$ cat src/rtl/mck_pkg.sv
// Shared constants, types and the Morse symbol table for the character keyer.
package mck_pkg;

    localparam int MCK_TABLE_ENTRIES = 37;
    localparam int MCK_ENTRY_W       = 16;
    localparam int MCK_UNIT_W        = 16;
    localparam int MCK_DUR_W         = 19;
    localparam logic [MCK_UNIT_W-1:0] MCK_UNIT_RESET = 16'd100;
    localparam logic [7:0] MCK_CHAR_SPACE = 8'h20;
    localparam logic [2:0] MCK_MAX_SYMBOLS = 3'd5;

    // Segment length in units of unit_time.
    typedef enum logic [1:0] {
        U_ONE,
        U_TWO,
        U_THREE,
        U_SEVEN
    } t_units;

    // Entry: valid, 7-bit char, 3-bit count, 5-bit pattern (bit 0 sent first, 1 = dash).
    function automatic logic [MCK_ENTRY_W-1:0] mck_ent(input logic [6:0] c,
                                                       input logic [2:0] n,
                                                       input logic [4:0] p);
        return {1'b1, c, n, p};
    endfunction

    function automatic logic [MCK_ENTRY_W-1:0] mck_entry(input int idx);
        logic [MCK_ENTRY_W-1:0] e;
        case (idx)
            0:       e = mck_ent(7'h41, 3'd2, 5'd2);
            1:       e = mck_ent(7'h42, 3'd4, 5'd1);
            2:       e = mck_ent(7'h43, 3'd4, 5'd5);
            3:       e = mck_ent(7'h44, 3'd3, 5'd1);
            4:       e = mck_ent(7'h45, 3'd1, 5'd0);
            5:       e = mck_ent(7'h46, 3'd4, 5'd4);
            6:       e = mck_ent(7'h47, 3'd3, 5'd3);
            7:       e = mck_ent(7'h48, 3'd4, 5'd0);
            8:       e = mck_ent(7'h49, 3'd2, 5'd0);
            9:       e = mck_ent(7'h4A, 3'd4, 5'd14);
            10:      e = mck_ent(7'h4B, 3'd3, 5'd5);
            11:      e = mck_ent(7'h4C, 3'd4, 5'd2);
            12:      e = mck_ent(7'h4D, 3'd2, 5'd3);
            13:      e = mck_ent(7'h4E, 3'd2, 5'd1);
            14:      e = mck_ent(7'h4F, 3'd3, 5'd7);
            15:      e = mck_ent(7'h50, 3'd4, 5'd6);
            16:      e = mck_ent(7'h51, 3'd4, 5'd11);
            17:      e = mck_ent(7'h52, 3'd3, 5'd2);
            18:      e = mck_ent(7'h53, 3'd3, 5'd0);
            19:      e = mck_ent(7'h54, 3'd1, 5'd1);
            20:      e = mck_ent(7'h55, 3'd3, 5'd4);
            21:      e = mck_ent(7'h56, 3'd4, 5'd8);
            22:      e = mck_ent(7'h57, 3'd3, 5'd6);
            23:      e = mck_ent(7'h58, 3'd4, 5'd9);
            24:      e = mck_ent(7'h59, 3'd4, 5'd13);
            25:      e = mck_ent(7'h5A, 3'd4, 5'd3);
            26:      e = mck_ent(7'h31, 3'd5, 5'd30);
            27:      e = mck_ent(7'h32, 3'd5, 5'd28);
            28:      e = mck_ent(7'h33, 3'd5, 5'd24);
            29:      e = mck_ent(7'h34, 3'd5, 5'd16);
            30:      e = mck_ent(7'h35, 3'd5, 5'd0);
            31:      e = mck_ent(7'h36, 3'd5, 5'd1);
            32:      e = mck_ent(7'h37, 3'd5, 5'd3);
            33:      e = mck_ent(7'h38, 3'd5, 5'd7);
            34:      e = mck_ent(7'h39, 3'd5, 5'd15);
            35:      e = mck_ent(7'h30, 3'd5, 5'd31);
            36:      e = mck_ent(7'h20, 3'd0, 5'd0);
            default: e = '0;
        endcase
        return e;
    endfunction

endpackage

$ cat src/rtl/mck_ram.sv
// Generic single-port-write, single-port-read RAM with registered read data.
module mck_ram #(
    parameter int WIDTH = 16,
    parameter int DEPTH = 37
) (
    input  logic                     i_clk,
    input  logic                     i_we,
    input  logic [$clog2(DEPTH)-1:0] i_waddr,
    input  logic [WIDTH-1:0]         i_wdata,
    input  logic                     i_re,
    input  logic [$clog2(DEPTH)-1:0] i_raddr,
    output logic [WIDTH-1:0]         o_rdata
);

    logic [WIDTH-1:0] r_mem [DEPTH];

    always_ff @(posedge i_clk) begin
        if (i_we) begin
            r_mem[i_waddr] <= i_wdata;
        end
        if (i_re) begin
            o_rdata <= r_mem[i_raddr];
        end
    end

endmodule

$ cat src/rtl/morse_character_keyer.sv
// Morse character keyer: looks up each ASCII character and emits lamp segments.
// After reset a table load pass writes every table entry; no input is taken meanwhile.
// Space: no table scan, the keyer goes straight to emitting. Letter/digit: the table is
// scanned one entry per cycle through the single RAM read port, until an entry matches or
// the last entry has been checked. Segments then leave at one per cycle while the receiver
// is ready; a new character is taken only once the previous one has been fully handled.
// Reset (synchronous, active low) clears the abort flag, sets unit_time to 100.
module morse_character_keyer
    import mck_pkg::*;
#(
    parameter int TABLE_ENTRIES = MCK_TABLE_ENTRIES
) (
    input  logic                  i_clk,
    input  logic                  i_rst_n,
    input  logic                  i_cfg_wr_en,
    input  logic [MCK_UNIT_W-1:0] i_cfg_wr_data,
    input  logic                  i_in_valid,
    output logic                  o_in_ready,
    input  logic [7:0]            i_character,
    input  logic                  i_message_start,
    output logic                  o_out_valid,
    input  logic                  i_out_ready,
    output logic                  o_led_on,
    output logic [MCK_DUR_W-1:0]  o_duration,
    output logic                  o_last
);

    localparam int IW = $clog2(TABLE_ENTRIES);
    localparam int CW = $clog2(TABLE_ENTRIES + 1);
    localparam logic [CW-1:0] IDX_END  = CW'(TABLE_ENTRIES);
    localparam logic [CW-1:0] IDX_LAST = CW'(TABLE_ENTRIES - 1);

    typedef enum logic [1:0] {
        S_FILL,
        S_IDLE,
        S_SCAN,
        S_EMIT
    } t_state;

    typedef enum logic [1:0] {
        K_NONE,
        K_SPACE,
        K_LETTER
    } t_kind;

    t_state                r_state;
    t_kind                 r_kind;
    logic [CW-1:0]         r_idx;
    logic                  r_aborted;
    logic [MCK_UNIT_W-1:0] r_unit;
    logic [7:0]            r_char;
    logic                  r_pre;
    logic                  r_chk_vld;
    logic                  r_chk_last;
    logic [2:0]            r_n;
    logic [4:0]            r_pat;
    logic [2:0]            r_s;
    logic                  r_phase;
    logic                  r_ov;
    logic                  r_led;
    logic [MCK_DUR_W-1:0]  r_dur;
    logic                  r_last;

    logic                   ram_we;
    logic                   ram_re;
    logic [MCK_ENTRY_W-1:0] ram_rdata;
    logic                   hit;
    logic [2:0]             hit_n;

    logic   seg_led;
    t_units seg_units;
    logic   seg_last;
    logic   seg_done;
    logic   n_pre;
    logic   n_phase;
    logic [2:0] n_s;
    logic   load;

    assign ram_we = (r_state == S_FILL);
    assign ram_re = (r_state == S_SCAN) && (r_idx < IDX_END);

    mck_ram #(
        .WIDTH (MCK_ENTRY_W),
        .DEPTH (TABLE_ENTRIES)
    ) u_table (
        .i_clk   (i_clk),
        .i_we    (ram_we),
        .i_waddr (r_idx[IW-1:0]),
        .i_wdata (mck_entry(int'(r_idx))),
        .i_re    (ram_re),
        .i_raddr (r_idx[IW-1:0]),
        .o_rdata (ram_rdata)
    );

    // codes 128 and up never match
    assign hit   = ram_rdata[15] && (ram_rdata[14:8] == r_char[6:0]) && !r_char[7];
    assign hit_n = (ram_rdata[7:5] > MCK_MAX_SYMBOLS) ? MCK_MAX_SYMBOLS : ram_rdata[7:5];

    function automatic logic [MCK_DUR_W-1:0] seg_dur(input t_units u,
                                                     input logic [MCK_UNIT_W-1:0] t);
        logic [MCK_DUR_W-1:0] x;
        logic [MCK_DUR_W-1:0] d;
        x = MCK_DUR_W'(t);
        unique case (u)
            U_ONE:   d = x;
            U_TWO:   d = x << 1;
            U_THREE: d = (x << 1) + x;
            U_SEVEN: d = (x << 3) - x;
            default: d = x;
        endcase
        return d;
    endfunction

    // next segment of the current item
    always_comb begin
        seg_led   = 1'b0;
        seg_units = U_ONE;
        seg_last  = 1'b0;
        seg_done  = 1'b0;
        n_pre     = r_pre;
        n_phase   = r_phase;
        n_s       = r_s;
        if (r_pre) begin
            seg_units = U_TWO;
            seg_last  = (r_kind == K_NONE);
            seg_done  = (r_kind == K_NONE);
            n_pre     = 1'b0;
        end else if (r_kind == K_SPACE) begin
            seg_units = U_SEVEN;
            seg_last  = 1'b1;
            seg_done  = 1'b1;
        end else if (r_s < r_n) begin
            if (!r_phase) begin
                n_phase = 1'b1;
            end else begin
                seg_led   = 1'b1;
                seg_units = r_pat[r_s] ? U_THREE : U_ONE;
                n_phase   = 1'b0;
                n_s       = r_s + 3'd1;
            end
        end else begin
            seg_units = U_THREE;
            seg_last  = 1'b1;
            seg_done  = 1'b1;
        end
    end

    assign load = (r_state == S_EMIT) && (!r_ov || i_out_ready);

    always_ff @(posedge i_clk) begin
        if (!i_rst_n) begin
            r_state    <= S_FILL;
            r_kind     <= K_NONE;
            r_idx      <= '0;
            r_aborted  <= 1'b0;
            r_unit     <= MCK_UNIT_RESET;
            r_pre      <= 1'b0;
            r_chk_vld  <= 1'b0;
            r_chk_last <= 1'b0;
            r_ov       <= 1'b0;
        end else begin
            if (i_cfg_wr_en) begin
                r_unit <= i_cfg_wr_data;
            end
            if (load) begin
                r_ov <= 1'b1;
            end else if (i_out_ready) begin
                r_ov <= 1'b0;
            end
            r_chk_vld <= ram_re;

            unique case (r_state)
                S_FILL: begin
                    if (r_idx == IDX_LAST) begin
                        r_idx   <= '0;
                        r_state <= S_IDLE;
                    end else begin
                        r_idx <= r_idx + CW'(1);
                    end
                end
                S_IDLE: begin
                    if (i_in_valid) begin
                        r_char  <= i_character;
                        r_pre   <= i_message_start;
                        r_s     <= '0;
                        r_phase <= 1'b0;
                        r_idx   <= '0;
                        if (i_message_start || !r_aborted) begin
                            r_aborted <= 1'b0;
                            if (i_character == MCK_CHAR_SPACE) begin
                                r_kind  <= K_SPACE;
                                r_state <= S_EMIT;
                            end else begin
                                r_state <= S_SCAN;
                            end
                        end
                    end
                end
                S_SCAN: begin
                    if (r_idx < IDX_END) begin
                        r_idx      <= r_idx + CW'(1);
                        r_chk_last <= (r_idx == IDX_LAST);
                    end
                    if (r_chk_vld) begin
                        if (hit) begin
                            r_n     <= hit_n;
                            r_pat   <= ram_rdata[4:0];
                            r_kind  <= K_LETTER;
                            r_state <= S_EMIT;
                        end else if (r_chk_last) begin
                            // unknown character: abandon the message
                            r_aborted <= 1'b1;
                            r_kind    <= K_NONE;
                            r_state   <= r_pre ? S_EMIT : S_IDLE;
                        end
                    end
                end
                S_EMIT: begin
                    if (load) begin
                        r_led   <= seg_led;
                        r_dur   <= seg_dur(seg_units, r_unit);
                        r_last  <= seg_last;
                        r_pre   <= n_pre;
                        r_phase <= n_phase;
                        r_s     <= n_s;
                        if (seg_done) begin
                            r_state <= S_IDLE;
                        end
                    end
                end
                default: r_state <= S_IDLE;
            endcase
        end
    end

    assign o_in_ready  = (r_state == S_IDLE);
    assign o_out_valid = r_ov;
    assign o_led_on    = r_led;
    assign o_duration  = r_dur;
    assign o_last      = r_last;

endmodule

$ cat config.mk
export PLATFORM = sky130hd
export DESIGN_NAME = morse_character_keyer
export DESIGN_NICKNAME = d
export VERILOG_FILES = /design/src/rtl/mck_pkg.sv /design/src/rtl/mck_ram.sv /design/src/rtl/morse_character_keyer.sv
export SDC_FILE = /design/constraint.sdc
export NUM_CORES = 1
export LEC_CHECK = 0
export BUFFER_PORTS_ARGS = -buffer_cell sky130_fd_sc_hd__buf_4
export CORE_MARGIN = 2
export CORE_UTILIZATION = 45
export DETAILED_ROUTE_END_ITERATION = 12
export SETUP_SLACK_MARGIN = 0.4
export SKIP_CTS_REPAIR_TIMING = 1
export SYNTH_ARGS = -nofsm -noshare
export SYNTH_HDL_FRONTEND = slang
export SYNTH_SLANG_ARGS = --single-unit
export TNS_END_PERCENT = 30
$ cat constraint.sdc
create_clock -name i_clk -period 3.9 [get_ports i_clk]
set_input_delay 0.195 -clock i_clk [delete_from_list [all_inputs] [get_ports i_clk]]
set_output_delay 0.195 -clock i_clk [all_outputs]
set_load 0.02 [all_outputs]
==> results.toml <==
[setup_path]
path_class = "reg2reg"
cp.arrival_ps = 3580
worstReg2RegEnd = "o_duration[16]$_DFFE_PP_"
reg2regPathDepth = 10
r2r-start = "r_unit[2]$_SDFFE_PN1P_"
cp.required_ps = 4260
worstSetupEndpointType = "flop"
regToRegSetupSlack_ps = 680
cp_max_fo = 8
start_kind = "flop"

[grt]
grt_pass1_vias = 16400
groute.usage.overall_pct = 21.9
grt_pass1_wl_um = 105000
globalRouteOverflowTotal = 0
antenna_found_initial = 1
grt_start_max_net_pins = 73

[clock_tree]
clock_sinks = 696
cts_buffers = 73
cts_buffer_depth = 3
htree_levels = 3
cts_root_buf = "clkbuf_16"
clkLatencyLatePin_ps = 630
clk_pin_slew_ps = 60
cts_tree = "built"

[layout]
fin_util_pct = 52.4
drive_gt1_share_pct = 13.4
finalNonFillerCells = 2768
seqCellArea_mm2 = 0.0204
final_area_mm2 = 0.0322
antenna_cells = 0
area_growth_pct = 15.5
nets = 2005
multi_input_comb_area_mm2 = 0.00692
fill_cells = 5003

[timing]
fmax_mhz = 311
worst_slew_pin_slew_ps = 1120
timing_hold_violations_final = 0
drv_slew = 0
tns_ps = 0
finalCriticalPeriod_ps = 3220
rsz0062_at_grt = "yes"
finalClockSkew_ps = 42.1
min_period_over_period_pct = 82.5
whs_ps = 48.1
setup-violations-final = 0
relSlewSlack_pct = 25.2
final.setup.worst_slack_ps = 682

[die]
fp.coreArea_mm2 = 0.0615
fp.dieW_um = 253
pin_count = 53
initial_core_util_pct = 45.4
die_h_um = 253
rows = 91
fp.dieArea_mm2 = 0.0640

[yosys]
ys_seq_area_share_pct = 73.2
synth_top_area_cell = "edfxtp_1"
yosysWarningCount = 0
synth_top_area_share_pct = 69.9
syn_area_per_cell_um2 = 15.4
synthFlopType = "edfxtp_1"
netlist_top_cells_area = "edfxtp_1 70%, a22oi_1 7.0%, dfxtp_1 3.4%, ha_1 2.3%, nand4_1 1.5%"
async_flop_share_pct = 0
syn_inst = 1814
yosys-top-cells-count = "649 x edfxtp_1, 259 x a22oi_1, 94 x nor2_1"
synthDistinctLibCells = 78
synth_area_mm2 = 0.0279
synth_edf_count = 649
synth_fp_nets = 1896
synth_most_common_cell = "edfxtp_1"
ys_seq_elements = 696

[drt]
drt-pass1-iter-count = 7
wl_met3_um = 5210
drt_iter0_drc = 1901
top_layer = "met4"
wl_met2_um = 33600
ant_nets = 0
routed_wl_um = 70900
vias = 16800
drt-met1-wl_um = 30600
wl_per_cell_um = 25.6
viasPerCell = 6.05
drc = 0

[worst_hold_path]
holdPathStages = 5
hold_path_class = "in2reg"
hp-start = "i_message_start"
hold_end = "r_pre$_SDFFE_PN0P_"

[run_status]
status = "finished, final reports clean"

[placement]
placedCellCount = 2609
place_ws_ps = 644
placed_area_mm2 = 0.0295
gp_congestion = 0.838
dp_hpwl_um = 40000
io_buffers = 52

[power_and_ir_drop]
p_leak_nw = 10.9
peakVddDrop_mv = 0.446
p_total_mw = 19.2
p_per_area_mw_per_mm2 = 596

[flow_run]
cap_violations = 0
cell families after synthesis:
| kind of cell | Yosys count | synth area share (%) |
|---|---|---|
| XOR/XNOR | 39 | 1.22 |
| multiplexers | 38 | 1.38 |
| adder cells (fa/ha/maj) | 52 | 2.36 |
| AO/OA/AOI/OAI | 517 | 13.5 |
| buffers and inverters | 154 | 2.26 |
| flip-flops | 696 | 73.2 |
| AND/OR/NAND/NOR | 318 | 6.09 |
worst max-delay path by stage:
| stage | start | to | slack, ps | cells after the start |
|---|---|---|---|---|
| after floorplan | r_idx[5]$_SDFFE_PN0N_ | u_table.r_mem[33][0]$_DFFE_PP_ | 710 | 4 |
| after global placement | r_state[0]$_SDFFE_PN0P_ | u_table.i_wdata[7]$_DFF_P_ | 670 | 12 |
| after detailed placement | r_state[1]$_SDFFE_PN0P_ | u_table.i_wdata[0]$_DFF_P_ | 640 | 12 |
| after CTS | r_state[1]$_SDFFE_PN0P_ | u_table.i_wdata[7]$_DFF_P_ | 600 | 12 |
| after global routing | r_state[1]$_SDFFE_PN0P_ | u_table.i_wdata[7]$_DFF_P_ | 400 | 13 |
| final | r_unit[2]$_SDFFE_PN1P_ | o_duration[16]$_DFFE_PP_ | 680 | 10 |
final cells by class:
class	count	share of cell area [%]
Clock buffer	85	5.88
Clock inverter	45	1.73
Inverter	42	0.505
Multi-Input combinational cell	964	21.5
Sequential cell	696	63.4
Tap cell	790	3.07
Timing Repair Buffer	146	3.90
worst max-delay path, cell delays in order, from the launching register on:
cell	delay (ps)
dfxtp_1	490
inv_1	170
ha_1	310
a21oi_1	230
o211ai_1	170
o21ai_1	320
o31a_1	240
o21ai_1	120
a21oi_1	220
mux2_1	340
a221o_1	350
power breakdown:
group / total [mW] / internal [mW] / switching [mW] / leakage, nW
Clock: 7.03 / 4.12 / 2.91 / 1.18
Combinational: 2.91 / 0.982 / 1.93 / 3.22
Sequential: 9.26 / 8.85 / 0.411 / 6.49
Total: 19.2 / 14.0 / 5.25 / 10.9
state kept, by name, indices dropped and copies added, names as in the netlist, 5 cells and up:
register / count
r_idx: 6
u_table.o_rdata: 16
r_unit: 16
r_pat: 5
o_duration: 19
u_table.r_mem: 592
u_table.i_wdata: 16
r_char: 8
routing by layer:
layer | vias up | track usage (%)
li1 | 7556 | -
met1 | 8464 | 31.0
met2 | 641 | 35.0
met3 | 98 | 4.19
met4 | 0 | 5.95
met5 | - | 0
layout by cell type, fill, tap and decap left out, drive strengths merged, types with 5 or more instances in the layout:
master / instances
nand2b: 5
clkinv: 32
a221o: 17
edfxtp: 649
and3: 36
nor2b: 17
nand3b: 7
nor2: 95
mux2i: 35
xor2: 14
dfxtp: 47
xnor2: 25
dlygate4sd3: 29
nor3: 19
clkbuf: 85
a22oi: 259
o31ai: 5
a31oi: 7
buf: 117
a221oi: 34
nand4: 67
o21a: 5
a222oi: 13
o211ai: 11
a21oi: 78
and2: 9
a211oi: 6
ha: 51
inv: 42
a21o: 8
nand2: 31
o21ai: 44
nor4: 8
nand3: 10
bufinv: 9
Power figures use the tool's default switching activity.
